## src/rtl/flv_tag_framer_macros.svh

```systemverilog
// ---------------------------------------------------------------------------
// FLV tag framer assertion macros
// Shared property wrappers, clocked on clk_i and disabled in reset.
// ---------------------------------------------------------------------------
`ifndef FLV_TAG_FRAMER_MACROS_SVH
`define FLV_TAG_FRAMER_MACROS_SVH

`ifndef SYNTHESIS
`define FTF_ASSERT_IMP(lbl, ante, cons, msg) \
  lbl: assert property (@(posedge clk_i) disable iff (!rst_ni) (ante) |-> (cons)) else $error(msg);
`define FTF_ASSERT_NXT(lbl, ante, cons, msg) \
  lbl: assert property (@(posedge clk_i) disable iff (!rst_ni) (ante) |=> (cons)) else $error(msg);
`else
`define FTF_ASSERT_IMP(lbl, ante, cons, msg)
`define FTF_ASSERT_NXT(lbl, ante, cons, msg)
`endif

`endif

```

## src/rtl/ftf_pkg.sv

```systemverilog
// ---------------------------------------------------------------------------
// FLV tag framer package
// Stream layout, tag codes, controller/datapath interface and header table.
// ---------------------------------------------------------------------------
package ftf_pkg;

  localparam int unsigned IN_TDATA_W  = 192;
  localparam int unsigned OUT_TDATA_W = 72;

  // input tdata field positions (lsb)
  localparam int unsigned PWORD_LSB  = 0;
  localparam int unsigned PBYTES_LSB = 64;
  localparam int unsigned FLEN_LSB   = 68;
  localparam int unsigned TS_LSB     = 92;
  localparam int unsigned KEY_LSB    = 124;
  localparam int unsigned RX_LSB     = 125;
  localparam int unsigned RY_LSB     = 141;
  localparam int unsigned RW_LSB     = 157;
  localparam int unsigned RH_LSB     = 173;

  localparam logic [8:0]  FILE_HDR_LEN  = 9'd319;
  localparam logic [4:0]  TH_LEN_AUDIO  = 5'd12;
  localparam logic [4:0]  TH_LEN_VIDEO  = 5'd20;
  localparam logic [23:0] MAX_FRAME_LEN = 24'd16777206;
  localparam logic [23:0] AUDIO_EXTRA   = 24'd1;
  localparam logic [23:0] VIDEO_EXTRA   = 24'd9;
  localparam logic [24:0] TAG_HDR_BYTES = 25'd11;

  localparam logic [7:0] TAG_AUDIO   = 8'h08;
  localparam logic [7:0] TAG_VIDEO   = 8'h09;
  localparam logic [7:0] VID_KEY     = 8'h18;
  localparam logic [7:0] VID_INTER   = 8'h28;
  localparam logic [7:0] AUD_SPEEX   = 8'hbe;
  localparam logic [7:0] AUD_MP3_16K = 8'hfe;
  localparam logic [7:0] AUD_MP3     = 8'h2f;

  localparam logic [1:0] CODEC_MP3_16K = 2'd1;
  localparam logic [1:0] CODEC_MP3     = 2'd2;

  localparam logic MODE_AUDIO = 1'b1;

  typedef enum logic [1:0] {
    SRC_FHDR,
    SRC_THDR,
    SRC_PAY,
    SRC_TSIZE
  } src_e;

  typedef struct packed {
    logic load;
    logic load_hdr;
    logic emit;
    src_e src;
    logic last_run;
  } cmd_t;

  typedef struct packed {
    logic in_last;
    logic in_nonempty;
    logic held_last;
    logic held_nonempty;
    logic chunk_final;
    logic out_free;
  } sts_t;

  function automatic logic [63:0] lane_mask(input logic [3:0] n);
    logic [63:0] m;
    m = '0;
    for (int i = 0; i < 8; i++) begin
      m[63-8*i -: 8] = (4'(i) < n) ? 8'hff : 8'h00;
    end
    return m;
  endfunction

  // file header as big-endian 8-byte groups, last group zero padded
  function automatic logic [63:0] fhdr_word(input logic [5:0] idx);
    logic [63:0] w;
    case (idx)
      6'd0:  w = 64'h464c560105000000;
      6'd1:  w = 64'h0900000000120001;
      6'd2:  w = 64'h2300000000000000;
      6'd3:  w = 64'h02000a6f6e4d6574;
      6'd4:  w = 64'h6144617461080000;
      6'd5:  w = 64'h000d000864757261;
      6'd6:  w = 64'h74696f6e00000000;
      6'd7:  w = 64'h0000000000000c61;
      6'd8:  w = 64'h7564696f636f6465;
      6'd9:  w = 64'h6369640040000000;
      6'd10: w = 64'h00000000000d6175;
      6'd11: w = 64'h64696f6461746172;
      6'd12: w = 64'h61746500403bcccc;
      6'd13: w = 64'hcccccccd000f6175;
      6'd14: w = 64'h64696f73616d706c;
      6'd15: w = 64'h65726174650040e5;
      6'd16: w = 64'h888000000000000f;
      6'd17: w = 64'h617564696f73616d;
      6'd18: w = 64'h706c6573697a6500;
      6'd19: w = 64'h4030000000000000;
      6'd20: w = 64'h000673746572656f;
      6'd21: w = 64'h0101000c76696465;
      6'd22: w = 64'h6f636f6465636964;
      6'd23: w = 64'h0040200000000000;
      6'd24: w = 64'h0000057769647468;
      6'd25: w = 64'h0040840000000000;
      6'd26: w = 64'h0000066865696768;
      6'd27: w = 64'h7400407e00000000;
      6'd28: w = 64'h000000096672616d;
      6'd29: w = 64'h6572617465000000;
      6'd30: w = 64'h000000000000000d;
      6'd31: w = 64'h766964656f646174;
      6'd32: w = 64'h6172617465000000;
      6'd33: w = 64'h0000000000000007;
      6'd34: w = 64'h656e636f64657202;
      6'd35: w = 64'h000b4c6176663532;
      6'd36: w = 64'h2e38372e31000866;
      6'd37: w = 64'h696c6573697a6500;
      6'd38: w = 64'h0000000000000000;
      6'd39: w = 64'h0000090000012e00;
      default: w = 64'h0;
    endcase
    return w;
  endfunction

endpackage

```

## src/rtl/ftf_ctrl.sv

```systemverilog
// ---------------------------------------------------------------------------
// FLV tag framer controller
// Sequences file header, tag header, payload and previous-tag size words.
// ---------------------------------------------------------------------------
`include "flv_tag_framer_macros.svh"

module ftf_ctrl (
  input  logic          clk_i,
  input  logic          rst_ni,
  input  logic          s_valid_i,
  output logic          s_ready_o,
  input  ftf_pkg::sts_t sts_i,
  output ftf_pkg::cmd_t cmd_o
);

  typedef enum logic [2:0] {
    ST_IDLE,
    ST_FHDR,
    ST_THDR,
    ST_PAY,
    ST_TSIZE
  } state_e;

  state_e state_q, state_d;
  logic   ready_q;
  logic   in_frame_q;
  logic   header_sent_q;
  logic   accept;

  assign accept = s_valid_i && ready_q;

  always_comb begin
    state_d        = state_q;
    cmd_o          = '0;
    cmd_o.src      = ftf_pkg::SRC_PAY;
    case (state_q)
      ST_IDLE: begin
        if (accept) begin
          cmd_o.load     = 1'b1;
          cmd_o.load_hdr = !in_frame_q;
          if (!in_frame_q) begin
            state_d = header_sent_q ? ST_THDR : ST_FHDR;
          end else if (sts_i.in_nonempty) begin
            state_d = ST_PAY;
          end else if (sts_i.in_last) begin
            state_d = ST_TSIZE;
          end
        end
      end
      ST_FHDR: begin
        cmd_o.src = ftf_pkg::SRC_FHDR;
        if (sts_i.out_free) begin
          cmd_o.emit = 1'b1;
          if (sts_i.chunk_final) begin
            state_d = ST_THDR;
          end
        end
      end
      ST_THDR: begin
        cmd_o.src = ftf_pkg::SRC_THDR;
        if (sts_i.out_free) begin
          cmd_o.emit = 1'b1;
          if (sts_i.chunk_final) begin
            cmd_o.last_run = !sts_i.held_nonempty && !sts_i.held_last;
            if (sts_i.held_nonempty) begin
              state_d = ST_PAY;
            end else if (sts_i.held_last) begin
              state_d = ST_TSIZE;
            end else begin
              state_d = ST_IDLE;
            end
          end
        end
      end
      ST_PAY: begin
        cmd_o.src = ftf_pkg::SRC_PAY;
        if (sts_i.out_free) begin
          cmd_o.emit     = 1'b1;
          cmd_o.last_run = !sts_i.held_last;
          state_d        = sts_i.held_last ? ST_TSIZE : ST_IDLE;
        end
      end
      ST_TSIZE: begin
        cmd_o.src = ftf_pkg::SRC_TSIZE;
        if (sts_i.out_free) begin
          cmd_o.emit     = 1'b1;
          cmd_o.last_run = 1'b1;
          state_d        = ST_IDLE;
        end
      end
      default: begin
        state_d = ST_IDLE;
      end
    endcase
  end

  always_ff @(posedge clk_i or negedge rst_ni) begin
    if (!rst_ni) begin
      state_q       <= ST_IDLE;
      ready_q       <= 1'b1;
      in_frame_q    <= 1'b0;
      header_sent_q <= 1'b0;
    end else begin
      state_q <= state_d;
      ready_q <= (state_d == ST_IDLE);
      if (accept) begin
        in_frame_q <= !sts_i.in_last;
        if (!in_frame_q) begin
          header_sent_q <= 1'b1;
        end
      end
    end
  end

  assign s_ready_o = ready_q;

  `FTF_ASSERT_IMP(a_ready_in_idle, ready_q, state_q == ST_IDLE, "ready raised outside idle")
  `FTF_ASSERT_IMP(a_emit_needs_room, cmd_o.emit, sts_i.out_free, "word emitted into a full output register")
  `FTF_ASSERT_NXT(a_tsize_ends_run, (state_q == ST_TSIZE) && cmd_o.emit, state_q == ST_IDLE, "tag size word did not end the run")
  `FTF_ASSERT_NXT(a_first_gets_fhdr, accept && !header_sent_q, state_q == ST_FHDR, "first frame skipped the file header")

endmodule

```

## config.mk

```make
export PLATFORM = sky130hd
export DESIGN_NAME = ftf_ctrl
export DESIGN_NICKNAME = d
export VERILOG_FILES = /design/src/rtl/ftf_pkg.sv /design/src/rtl/ftf_ctrl.sv
export VERILOG_INCLUDE_DIRS = /design/src /design/src/rtl
export SDC_FILE = /design/constraint.sdc
export NUM_CORES = 1
export LEC_CHECK = 0
export ABC_AREA = 1
export BUFFER_PORTS_ARGS = -buffer_cell sky130_fd_sc_hd__buf_2
export CAP_MARGIN = 20
export CORE_MARGIN = 2
export CORE_UTILIZATION = 25
export CTS_BUF_LIST = sky130_fd_sc_hd__clkbuf_8
export CTS_CLUSTER_SIZE = 10
export DETAILED_ROUTE_END_ITERATION = 8
export PLACE_DENSITY_LB_ADDON = 0.08
export SYNTH_ARGS = -nofsm -noshare
export SYNTH_HDL_FRONTEND = slang
export SYNTH_SLANG_ARGS = --single-unit
```

## constraint.sdc

```tcl
create_clock -name clk_i -period 1.35 [get_ports clk_i]
set_input_delay 0.2025 -clock clk_i [delete_from_list [all_inputs] [get_ports clk_i]]
set_output_delay 0.2025 -clock clk_i [all_outputs]
set_load 0.05 [all_outputs]
```

After elaboration in Yosys (flattened, before gate mapping)
Index checks and enable logic that the tools add are counted.
{"block": "classes", "muxes": 22, "n_bitwise": 1, "reduce_logical": 9, "n_eq_ne": 4}
{"op": "3-bit two-way mux", "n": 12}
{"op": "3-bit one-hot mux with 5 select lines", "n": 1}
{"op": "3-bit one-hot mux with 4 select lines", "n": 1}
{"op": "3-bit by 2-bit equality test with 1-bit output, second input constant", "n": 2}
{"op": "3-bit logical NOT", "n": 2}
{"op": "2-bit two-way mux", "n": 3}
{"op": "1-bit logical NOT", "n": 4}
{"op": "1-bit two-way mux", "n": 4}
{"op": "3-bit by 1-bit equality test with 1-bit output, second input constant", "n": 1}
{"op": "3-bit equality test, second input constant", "n": 1}
{"op": "1-bit one-hot mux with 3 select lines", "n": 1}
{"op": "1-bit logical AND", "n": 2}
{"op": "2-bit AND reduction", "n": 1}
{"op": "1-bit inverter", "n": 1}
{"block": "totals", "elab_cells": 40, "output_inout_bits": 7, "inputBits": 9, "register_bits": 6}

Longest topological paths before layout
{"block": "depth", "ltp_word": 6, "ltp_mapped": 8, "ltp_nobuf": 8}

Least setup slack after synthesis
OpenSTA, ideal clock, no wires.
{"block": "synth_timing", "path_type": "reg-to-output", "from": "reg state_q[2]", "to": "out cmd_o[1] (netlist name)", "path_buffers": 0, "path_slack_ps": -564, "required_ps": 1148, "arrival_ps": 1712, "stages_incl_launch_ff": 4, "path_cell_list": "dfrtp_1 > inv_2 > nand2_2 > o21ai_0"}
{"element": "start, declared", "line": "ftf_ctrl.sv:24", "text": "state_e state_q, state_d;"}
{"element": "start signal, assigned", "line": "ftf_ctrl.sv:104", "text": "state_q <= state_d;"}
{"element": "end, declared", "line": "ftf_ctrl.sv:13", "text": "output ftf_pkg::cmd_t cmd_o"}

==> impl_metrics.json <==
{
  "outcome": "complete, but fails checks",
  "violations": "setup timing",
  "clk_path_buf_depth": 2,
  "synthSimpleGateAreaFrac": 0.4519,
  "synthMuxAreaShare": 0,
  "viasPerCell": 4.339,
  "fin_ws_ns": -0.1108,
  "syn_nets": 80,
  "drive_above_1_share": 0.5490,
  "insertion_delay_ns": 0.22,
  "grt_antenna_before_repair": 0,
  "gp_congestion": 0.7505,
  "critical_path_class": "reg -> out",
  "maxSlewViolCount": 0,
  "final_nets": 112,
  "antennaDiodeCount": 0,
  "final-setup-viol-count": 6,
  "max_stage_delay_ns": 0.44,
  "num_rows": 15,
  "core_um2": 1745,
  "slew_headroom": 0.8366,
  "drt_iter0_markers": 8,
  "fin_crit_sh": 1.082,
  "die_w_um": 47.27,
  "leakage_nw": 0.4302,
  "seq_area_um2": 153.9,
  "arrival_ns": 1.26,
  "synth_fa_ha_area_frac": 0,
  "hpwl_um": 987.4,
  "fill_cells": 190,
  "min_period_ns": 1.461,
  "avgRoutedWirePerCell_um": 9.669,
  "hold_viol": 0,
  "synth_cell_types": 16,
  "dieArea_um2": 2234,
  "netlist_instances": 71,
  "syn-cell-area_um2": 467.9,
  "max_cap_violations": 0,
  "synth_top_cells_by_area": "dfrtp_1 (27%), nand2_1 (15%), inv_1 (9.6%)",
  "hp-class": "in -> reg",
  "initial_core_util": 0.2681,
  "endpoint_kind": "output pin",
  "num_vias": 551,
  "ios": 16,
  "synth_edf_count": 0,
  "clock_sinks": 6,
  "clkSlewWorstSetupHoldPaths_ns": 0.04,
  "power_density_nw_per_um2": 2232,
  "drc": 0,
  "drt_pass1_iterations": 4,
  "ys_async_sr_fraction": 1.000,
  "overflow": 0,
  "finalWirelength_mm": 1.228,
  "crit_chain": "nor2_4 > nand2_2 > a21oi_4 > buf_6",
  "yosysTopAreaCellShare": 0.2674,
  "synthTopCellsByCount": "nand2_1 (19), inv_1 (12), nand3_1 (8)",
  "yosysMostFrequentCell": "nand2_1",
  "antenna_violating_nets_post_route": 0,
  "ys.warnings.count": 0,
  "grt_pass1_vias": 484,
  "ys_ff_latch": 6,
  "synth-main-ff-cell": "dfrtp_1",
  "track_usage": 0.1265,
  "fmax_mhz": 684.6,
  "ir_drop_mv": 0.9309,
  "tightest_slew_ns": 0.2468,
  "tns_ns": -0.4224,
  "synthXorXnorAreaFrac": 0,
  "clockRootBuffer": "clkbuf_8",
  "syn_avg_cell_area_um2": 6.591,
  "portBuffers": 15,
  "grt_max_degree": 7,
  "rsz0062_at_grt": "true",
  "fin_hold_ws_ns": 0.2978,
  "crit_path_top_delay_cell": "dfrtp_2",
  "synthToLayoutAreaGrowth_pct": 78.88,
  "cts-buffers-inserted": 3,
  "grt_pass1_wl_mm": 1.966,
  "start_kind": "flop",
  "critPathMaxFanout": 5,
  "utilization": 0.4796,
  "yosys.area.top_type": "dfrtp_1",
  "cp.required_ns": 1.15,
  "synth_compound_area_frac": 0.09626,
  "tritoncts": "yes",
  "synth_top_family_by_area": "simple AND/OR/NAND/NOR gates",
  "fp.dieH_um": 47.27,
  "h-tree-depth": 1,
  "multiInputGateArea_um2": 330.3,
  "ys_seq_area_frac": 0.3235,
  "final.setup_skew_ns": 0.004478
}
final timing paths:
kind / slack [ns] / start / cells after the start / endpoint
worst min-delay path: 0.30 / s_valid_i / 3 / in_frame_q
worst min register to register: 0.49 / header_sent_q / 2 / header_sent_q
min in group asynchronous: 0.32 / rst_ni / 2 / state_q[2]
worst max register to register: 0.03 / state_q[0] / 8 / s_ready_o
max in group asynchronous: 0.81 / rst_ni / 2 / s_ready_o
worst max-delay path: -0.11 / state_q[0] / 4 / cmd_o[0]
placed cells by master, fill, tap and decap left out, drive strengths merged:
master,synthesis,final
nor2,12,12
clkbuf,0,3
inv,13,13
a21oi,5,5
o21ai,4,4
dlygate4sd3,0,1
dfrtp,5,5
nand4,1,1
buf,1,27
nand3,9,9
clkinvlp,0,1
nand2,20,20
dfstp,1,1
critical path, delay by kind of cell (launching register included):
family	cells	cell delay, ns
flip-flops	1	0.44
AND/OR/NAND/NOR	2	0.30
buffers and inverters	1	0.17
AO/OA/AOI/OAI	1	0.13
routing by layer:
layer / track usage / up-vias / share of wire
met3: 0.03462 / 2 / 0.036
met1: 0.1671 / 250 / 0.47
met4: 0.05000 / 0 / 0.020
li1: - / 285 / -
met5: 0 / - / 0
met2: 0.1946 / 14 / 0.47
report_power, final:
group | total, mW | switching (mW) | internal (mW)
registers | 0.338 | 0.0803 | 0.258
logic | 1.26 | 0.753 | 0.506
clock network | 0.272 | 0.0765 | 0.195
total | 1.87 | 0.909 | 0.959
flip-flops by register name, indices dropped and copies added (netlist names):
register,flops
state_q,3
in_frame_q,1
s_ready_o,1
header_sent_q,1
stage by stage:
step | instances | power, mW | area, µm² | setup WS (ns)
after floorplan | 71 | 1.061 | 505.5 | -0.1823
after global placement | 119 | 1.346 | 668.1 | 0.006968
after detailed placement | 119 | 1.342 | 668.1 | 0.01743
after CTS | 125 | 1.794 | 794.5 | -0.1213
after global routing | 127 | 1.994 | 837.1 | -0.1564
final | 127 | 1.868 | 837.1 | -0.1108
cell type report:
class,count,area share
timing repair buffer,28,0.2676
sequential,6,0.1839
tap,25,0.03737
multi-input combinational,51,0.3946
clock buffer,3,0.04933
clock inverter,1,0.004484
inverter,13,0.06278
logic make-up after synthesis:
group,Yosys count
simple gates,42
flops,6
compound gates,9
buf+inv,14
what timing repair did:
item,CTS,global route
hold buffers,1,0
setup endpoints to repair,6,9
pin swaps,4,5
resized for setup,21,8
buffers inserted,1,3
gates cloned,0,0
endpoints found under the hold margin,6,0
(Power assumes the default switching activity.)
